--- src/rtl/core/llta_pkg.sv ---
`default_nettype none
// ----------------------------------------------------------------------------
// llta_pkg
// Shared types and constants for the least-loaded tower assigner.
// ----------------------------------------------------------------------------
package llta_pkg;

    localparam int MAX_TOWERS  = 16;
    localparam int LOAD_WIDTH  = 32;
    localparam int HEIGHT_W    = 16;
    localparam int TOWER_W     = 5;
    localparam int BIN_IDX_W   = (MAX_TOWERS > 1) ? $clog2(MAX_TOWERS) : 1;
    localparam int CNT_W       = $clog2(MAX_TOWERS + 1);
    localparam int QUEUE_DEPTH = 2;
    localparam int QPTR_W      = $clog2(QUEUE_DEPTH);
    localparam int QCNT_W      = $clog2(QUEUE_DEPTH + 1);

    typedef struct packed {
        logic                new_batch;
        logic [HEIGHT_W-1:0] block_height;
    } t_in_item;

    typedef struct packed {
        logic [TOWER_W-1:0] tower_index;
        logic               load_saturated;
    } t_out_item;

    // queue head as seen by the back end
    typedef struct packed {
        logic     valid;
        t_in_item item;
    } t_queue_head;

    typedef enum logic {
        ST_IDLE,
        ST_SCAN
    } t_back_state;

endpackage
`default_nettype wire

--- src/rtl/core/llta_front.sv ---
`default_nettype none
// ----------------------------------------------------------------------------
// llta_front
// Accepts transactions into a short queue and holds the bin-count register,
// whose output is clamped to the usable range.
// ----------------------------------------------------------------------------
module llta_front (
    input  wire                          i_clk,
    input  wire                          i_rst_n,
    input  wire                          start,
    output logic                         busy,
    input  llta_pkg::t_in_item           i_item,
    input  wire                          i_cfg_we,
    input  wire  [llta_pkg::TOWER_W-1:0] i_cfg_data,
    input  wire                          i_pop,
    output llta_pkg::t_queue_head        o_head,
    output logic [llta_pkg::CNT_W-1:0]   o_active
);
    import llta_pkg::*;

    t_in_item            r_q [QUEUE_DEPTH];
    logic [QPTR_W-1:0]   r_wptr;
    logic [QPTR_W-1:0]   r_rptr;
    logic [QCNT_W-1:0]   r_cnt;
    logic [TOWER_W-1:0]  r_num_towers;
    logic                w_push;
    logic                w_pop;

    assign busy   = (r_cnt == QCNT_W'(QUEUE_DEPTH));
    assign w_push = start && !busy;
    assign w_pop  = i_pop && (r_cnt != '0);

    assign o_head.valid = (r_cnt != '0);
    assign o_head.item  = r_q[r_rptr];

    always_comb begin
        if (r_num_towers == '0) begin
            o_active = CNT_W'(1);
        end else if (32'(r_num_towers) > 32'(MAX_TOWERS)) begin
            o_active = CNT_W'(MAX_TOWERS);
        end else begin
            o_active = CNT_W'(r_num_towers);
        end
    end

    always_ff @(posedge i_clk) begin
        if (w_push) begin
            r_q[r_wptr] <= i_item;
        end
    end

    always_ff @(posedge i_clk) begin
        if (!i_rst_n) begin
            r_wptr       <= '0;
            r_rptr       <= '0;
            r_cnt        <= '0;
            r_num_towers <= TOWER_W'(1);
        end else begin
            if (i_cfg_we) begin
                r_num_towers <= i_cfg_data;
            end
            if (w_push) begin
                r_wptr <= r_wptr + QPTR_W'(1);
            end
            if (w_pop) begin
                r_rptr <= r_rptr + QPTR_W'(1);
            end
            case ({w_push, w_pop})
                2'b10:   r_cnt <= r_cnt + QCNT_W'(1);
                2'b01:   r_cnt <= r_cnt - QCNT_W'(1);
                default: r_cnt <= r_cnt;
            endcase
        end
    end

endmodule
`default_nettype wire

--- src/rtl/core/llta_back.sv ---
`default_nettype none
// ----------------------------------------------------------------------------
// llta_back
// Holds the bin loads, scans the active bins one per cycle for the least
// loaded one, then adds the height with saturation and issues the result.
// ----------------------------------------------------------------------------
module llta_back (
    input  wire                          i_clk,
    input  wire                          i_rst_n,
    input  llta_pkg::t_queue_head        i_head,
    input  wire  [llta_pkg::CNT_W-1:0]   i_active,
    output logic                         o_pop,
    output logic                         o_valid,
    output llta_pkg::t_out_item          o_result
);
    import llta_pkg::*;

    t_back_state             r_state;
    t_back_state             n_state;
    logic [LOAD_WIDTH-1:0]   r_load [MAX_TOWERS];
    logic [CNT_W-1:0]        r_idx;
    logic [BIN_IDX_W-1:0]    r_best;
    logic [LOAD_WIDTH-1:0]   r_best_load;
    logic [HEIGHT_W-1:0]     r_height;
    logic                    r_valid;
    t_out_item               r_result;

    logic                    w_finish;
    logic [LOAD_WIDTH-1:0]   w_cand;
    logic [LOAD_WIDTH:0]     w_sum;
    logic                    w_sat;
    logic                    w_clear;
    logic                    w_write;

    assign w_finish = (r_idx >= i_active);
    assign w_cand   = r_load[r_idx[BIN_IDX_W-1:0]];
    assign w_sum    = {1'b0, r_best_load} + (LOAD_WIDTH + 1)'(r_height);
    assign w_sat    = w_sum[LOAD_WIDTH];

    always_comb begin
        n_state = r_state;
        unique case (r_state)
            ST_IDLE: begin
                if (i_head.valid) begin
                    n_state = ST_SCAN;
                end
            end
            ST_SCAN: begin
                if (w_finish) begin
                    n_state = ST_IDLE;
                end
            end
            default: n_state = ST_IDLE;
        endcase
    end

    always_comb begin
        o_pop   = 1'b0;
        w_clear = 1'b0;
        w_write = 1'b0;
        unique case (r_state)
            ST_IDLE: begin
                o_pop   = i_head.valid;
                w_clear = i_head.valid && i_head.item.new_batch;
            end
            ST_SCAN: begin
                w_write = w_finish;
            end
            default: begin
                o_pop = 1'b0;
            end
        endcase
    end

    always_ff @(posedge i_clk) begin
        if (!i_rst_n) begin
            r_state <= ST_IDLE;
            r_valid <= 1'b0;
        end else begin
            r_state <= n_state;
            r_valid <= w_write;
        end
    end

    always_ff @(posedge i_clk) begin
        if (!i_rst_n) begin
            for (int i = 0; i < MAX_TOWERS; i++) begin
                r_load[i] <= '0;
            end
        end else if (w_clear) begin
            for (int i = 0; i < MAX_TOWERS; i++) begin
                r_load[i] <= '0;
            end
        end else if (w_write) begin
            r_load[r_best] <= w_sat ? {LOAD_WIDTH{1'b1}} : w_sum[LOAD_WIDTH-1:0];
        end
    end

    always_ff @(posedge i_clk) begin
        if (o_pop) begin
            r_idx       <= CNT_W'(1);
            r_best      <= '0;
            r_best_load <= i_head.item.new_batch ? '0 : r_load[0];
            r_height    <= i_head.item.block_height;
        end else if (r_state == ST_SCAN && !w_finish) begin
            r_idx <= r_idx + CNT_W'(1);
            if (w_cand < r_best_load) begin
                r_best      <= r_idx[BIN_IDX_W-1:0];
                r_best_load <= w_cand;
            end
        end
        if (w_write) begin
            r_result.tower_index    <= TOWER_W'({1'b0, r_best} + (BIN_IDX_W + 1)'(1));
            r_result.load_saturated <= w_sat;
        end
    end

    assign o_valid  = r_valid;
    assign o_result = r_result;

endmodule
`default_nettype wire

--- src/rtl/core/least_loaded_tower_assigner.sv ---
`default_nettype none
// ----------------------------------------------------------------------------
// least_loaded_tower_assigner
// Greedy least-loaded bin assignment with saturating per-bin loads.
// ----------------------------------------------------------------------------
// Usage:
//   Input: drive i_item and raise start; the transaction is taken on a clock
//   edge where start is high and busy is low. busy rises when the two-entry
//   input queue is full.
//   Output: each result sits on o_result for exactly one cycle, marked by
//   o_valid. The receiver cannot stall; results are never held.
//   Config: i_cfg_we with i_cfg_data writes the bin count (0 acts as 1,
//   values above 16 act as 16). Write only while the block is idle.
//   Back end: it scans one bin per cycle and works on one item at a time; it
//   pops the next item from the queue only in its idle state, after the scan
//   of the current item ends. o_valid is registered, set from the last scan
//   step.
//   Reset: synchronous, active low; clears the queue, all bin loads, and sets
//   the bin count to 1.
// ----------------------------------------------------------------------------
module least_loaded_tower_assigner (
    input  wire                          i_clk,
    input  wire                          i_rst_n,
    input  wire                          start,
    output logic                         busy,
    input  llta_pkg::t_in_item           i_item,
    input  wire                          i_cfg_we,
    input  wire  [llta_pkg::TOWER_W-1:0] i_cfg_data,
    output logic                         o_valid,
    output llta_pkg::t_out_item          o_result
);
    import llta_pkg::*;

    t_queue_head        w_head;
    logic [CNT_W-1:0]   w_active;
    logic               w_pop;

    llta_front u_front (
        .i_clk      (i_clk),
        .i_rst_n    (i_rst_n),
        .start      (start),
        .busy       (busy),
        .i_item     (i_item),
        .i_cfg_we   (i_cfg_we),
        .i_cfg_data (i_cfg_data),
        .i_pop      (w_pop),
        .o_head     (w_head),
        .o_active   (w_active)
    );

    llta_back u_back (
        .i_clk    (i_clk),
        .i_rst_n  (i_rst_n),
        .i_head   (w_head),
        .i_active (w_active),
        .o_pop    (w_pop),
        .o_valid  (o_valid),
        .o_result (o_result)
    );

endmodule
`default_nettype wire
--- config.mk ---
export PLATFORM = sky130hd
export DESIGN_NAME = least_loaded_tower_assigner
export DESIGN_NICKNAME = d
export VERILOG_FILES = /design/src/rtl/core/llta_pkg.sv /design/src/rtl/core/llta_front.sv /design/src/rtl/core/llta_back.sv /design/src/rtl/core/least_loaded_tower_assigner.sv
export SDC_FILE = /design/constraint.sdc
export NUM_CORES = 1
export LEC_CHECK = 0
export ABC_CLOCK_PERIOD_IN_PS = 4800
export BUFFER_PORTS_ARGS = -buffer_cell sky130_fd_sc_hd__buf_2
export CAP_MARGIN = 15
export CORE_UTILIZATION = 38
export CTS_BUF_LIST = sky130_fd_sc_hd__clkbuf_4
export DETAILED_ROUTE_END_ITERATION = 7
export SYNTH_ARGS = -nofsm -noshare
export SYNTH_HDL_FRONTEND = slang
export SYNTH_HIERARCHICAL = 1
export SYNTH_SLANG_ARGS = --single-unit
--- constraint.sdc ---
create_clock -name i_clk -period 4.8 [get_ports i_clk]
set_input_delay 0.72 -clock i_clk [delete_from_list [all_inputs] [get_ports i_clk]]
set_output_delay 0.72 -clock i_clk [all_outputs]
set_load 0.1 [all_outputs]
==> results summary <==
Setup repair after global routing left no endpoint under its margin. Across all hold checks on the routed design, the worst slack comes to 0.113 ns. The fill cell total of the finished layout is 6737.

STA classifies the critical path startpoint as a flop. The proportion of synthesized chip area in sequential cells is 0.645. The DRC violations left is 0. The via count of the first global-routing pass is ~19000. Static timing analysis puts the maximum clock frequency at 220 MHz.

The worst-case hold path end point is u_front/r_num_towers[0]. The pin count of the biggest net entering global routing came out at 57. The post-synthesis instance area came out at 28700 um^2. By area the synthesized netlist is led by edfxtp_1 (63%), mux4_2 (12%), nor2_1 (6.1%). The critical path is of the reg -> reg type. Of all nets on the critical path, the largest fanout is 32. The slew at the pin with the worst max-slew slack came out at 1.15 ns. The starting density of the core came out at 0.385. In the final layout, flip-flops and latches occupy roughly 19000 um^2. The number of hold violations in the final report is 0. The logic depth of the worst register-to-register path is 11. Data on the critical path is required at its endpoint by 5.44 ns. Yosys mapped the design onto just under 80 distinct sky130hd cell types. The number of instances in the synthesized netlist is around 2000. Counting instances, the worst hold path has a depth of 3. The relative slew slack is 0.230. The net count after synthesis came out at between 2000 and 2500. The proportion of layout cells with a drive suffix above 1 came out at 0.269.

The first global-routing pass estimated ~120000 um of wire. The number of endpoints failing setup at the final stage came out at 0. By instance count, the leading cell after synthesis is edfxtp_1. The net total in the final layout came out at ~2200. Of the post-synthesis cell area, the dominant cell type holds 0.627.

The detailed-route via count came out at 18500. The mean area per synthesized cell is roughly 14 um^2. The met2 routed wirelength came out at 40100 um. The post-placement cell count is about 3000. The startpoint identified for the worst hold timing path is i_cfg_we.

In this run, CTS created clock tree buffers numbering approximately 160. The final weighted congestion of routability-driven global placement is slightly below 0.9. Counting flops and latches in the post-synthesis netlist gives 625. The first-pass iteration count of the detailed router came out at 5. The clock network latency to the later pin of the worst-skew pair is 1.00 ns.

The post-DP HPWL came out at 47700 um. The worst setup path is captured at a flop. For the final routed database, the setup TNS stands at 0 ns.

The number of max-cap violations is 0. The leakage power total came out at approximately 12 nW. The warning count from the yosys run is 6. Clock-pin slew was measured on the worst setup and hold paths at approximately 0.060 ns.

The number of placement rows came out at 100. The number of I/O pins is 34. The count of flip-flops with a built-in enable after synthesis is 600. The cell taking the most area after synthesis is edfxtp_1. In this run the remaining antenna-violating nets after routing total 0. The highest ir drop seen on vdd is ~0.0004 V. The clock sink count is roughly 630. TritonCTS built the clock tree. After detailed routing, the number of vias per cell comes to 5.69. The cell chosen for the clock root is clkbuf_4.

The average wire length per cell after detail routing is about 26 um. The floorplan step defined a die boundary enclosing 76700 um^2. The maximum clock path buffer count is 3. The number of antenna violations at the first check in global routing is 1. In this run the register-to-register setup slack is roughly 0.26 ns. The power per unit of standard cell area is 662 nW/um^2.

The path class of the tightest hold or removal check is in -> reg. The total count of max-transition violations in the final report came out at 0. The count of input and output buffers is 33. The run finished with clean final reports.

The end of the worst register-to-register path is u_back/r_best_load[25]. The core area is between 70000 and 80000 um^2. The floorplan step set the die width to 277 um.

In the synthesized netlist the dominant register cell turns out to be edfxtp_1. Summing all multi-input logic gate instances after layout gives about 9400 um^2. In the finished design, the share of the clock period the worst path needs comes to 0.945. The post-placement setup slack came out at roughly 0.33 ns. The total global routing overflow is 0.

The global router's overall resource usage is 0.222. The post-layout instance count excluding filler cells is around 3200. The final critical-path required period came out at ~4.5 ns.

Overall power consumption after layout is estimated at between 20 and 25 mW. Compared with the post-synthesis result, the final layout area differs by 13.6%. The level count of the clock H-tree is 4. The fraction of registers with async set/reset came out at 0. The vertical die dimension came out at around 280 um. The highest layer used for signal routing is met4.

The number of buffers added for setup after CTS is 0. The starting DRC count in detailed routing came out at between 2000 and 2500. The total length of routed met3 wires came out at roughly 8600 um. The least setup slack across all paths after layout is between 0.2 and 0.3 ns. The clock skew came out at approximately 0.056 ns.

After synthesis, the most frequently instantiated cells are edfxtp_1 (600), nor2_1 (470), mux4_2 (159), nand2_1 (117), clkbuf_1 (82). The aggregate routed wire length came out at ~84000 um. Data arrives at the worst endpoint at a little over 5 ns.

The routed metal-1 wirelength is about 33000 um.
registers in the layout (all words and copies together) (netlist names), 2 cells and up, named ones only:
signal                cells
u_back/r_best_load       32
u_back/o_result           6
u_back/r_idx              5
u_front/r_cnt             2
u_back/r_best             4
u_front/r_num_towers      5
u_front/r_q              34
u_back/r_load           512
u_back/r_height          16
worst max-delay path by stage:
| stage | cells after the start | startpoint | slack [ns] | end |
|---|---|---|---|---|
| 2_1_floorplan | 12 | flop | 0.12 | u_back/r_best_load[0] |
| 3_3_place_gp | 13 | flop | 0.29 | u_back/r_best_load[24] |
| 3_5_place_dp | 13 | flop | 0.33 | u_back/r_best_load[24] |
| 4_1_cts | 13 | flop | 0.31 | u_back/r_best_load[25] |
| 5_1_grt | 11 | flop | 0.16 | u_back/r_best_load[25] |
| 6_report | 11 | flop | 0.26 | u_back/r_best_load[25] |
routing by layer:
| metal | track usage | vias up |
|---|---|---|
| met2 | 0.357 | 1122 |
| li1 | - | 7879 |
| met4 | 0.0816 | 0 |
| met1 | 0.294 | 9310 |
| met5 | 0 | - |
| met3 | 0.0495 | 165 |
metrics by stage:
step / utilization / area [um^2]
after CTS: 0.437 / 32600
after detailed placement: 0.406 / 30300
final: 0.438 / 32600
after floorplan: - / 28700
after global placement: 0.406 / 30300
after global routing: 0.438 / 32600
cells by family after synthesis:
| family | Yosys count | share of synthesized area |
|---|---|---|
| AND/OR/NAND/NOR | 766 | 0.116 |
| buffers and inverters | 197 | 0.0307 |
| adder cells (fa/ha/maj) | 59 | 0.0260 |
| XOR/XNOR | 17 | 0.00518 |
| flip-flops | 625 | 0.645 |
| AO/OA/AOI/OAI | 147 | 0.0346 |
| multiplexers | 197 | 0.143 |
layout make-up:
cell class | count | share of cell area
antenna | 1 | 0.0000767
tap | 969 | 0.0372
inverter | 50 | 0.00575
timing repair buffer | 135 | 0.0376
clock inverter | 37 | 0.00798
sequential | 625 | 0.568
clock buffer | 246 | 0.0566
multi-input combinational | 1186 | 0.287
timing repair:
item,4_1_cts,5_1_grt
endpoints found under the hold margin,39,0
hold buffers,23,0
resized for setup,0,0
power by group:
part,total [mW],switching (mW),internal [mW]
sequential,8.21,0.633,7.58
combinational,8.70,5.74,2.96
clock,4.70,2.16,2.54
placed cells by master (no fill, tap or decap), types with 4 or more instances in the layout:
cell / n
mux2i_4: 8
nand4_1: 29
mux2i_1: 9
nor2_4: 7
xor2_1: 7
nor3_1: 59
nor2b_1: 6
buf_4: 60
nand2_1: 101
nand2b_1: 5
nand3b_1: 32
nor2_1: 470
dfxtp_1: 21
nand2_2: 17
o21a_1: 9
and3_1: 5
a21o_1: 15
bufinv_16: 4
a211oi_1: 4
dlygate4sd3_1: 23
and4_1: 4
mux2_2: 18
mux4_2: 159
nand3_1: 10
ha_1: 58
buf_12: 19
clkinv_1: 25
inv_1: 46
o21ai_0: 23
edfxtp_1: 600
clkbuf_4: 246
and2_1: 5
a21oi_1: 55
inv_2: 6
xnor2_1: 10
buf_2: 33
critical path, cell delays in order (launching register included):
cell and delay (ns):
dfxtp_4 0.52, buf_12 0.31, mux4_2 0.53, mux4_2 0.55, ha_1 0.32, a2111oi_0 0.65, nor3b_1 0.32, a311o_1 0.24
and3_1 0.22, nand2_1 0.08, nand2_1 0.12, buf_4 0.30
No activity file was read; power rests on OpenSTA's default activity.
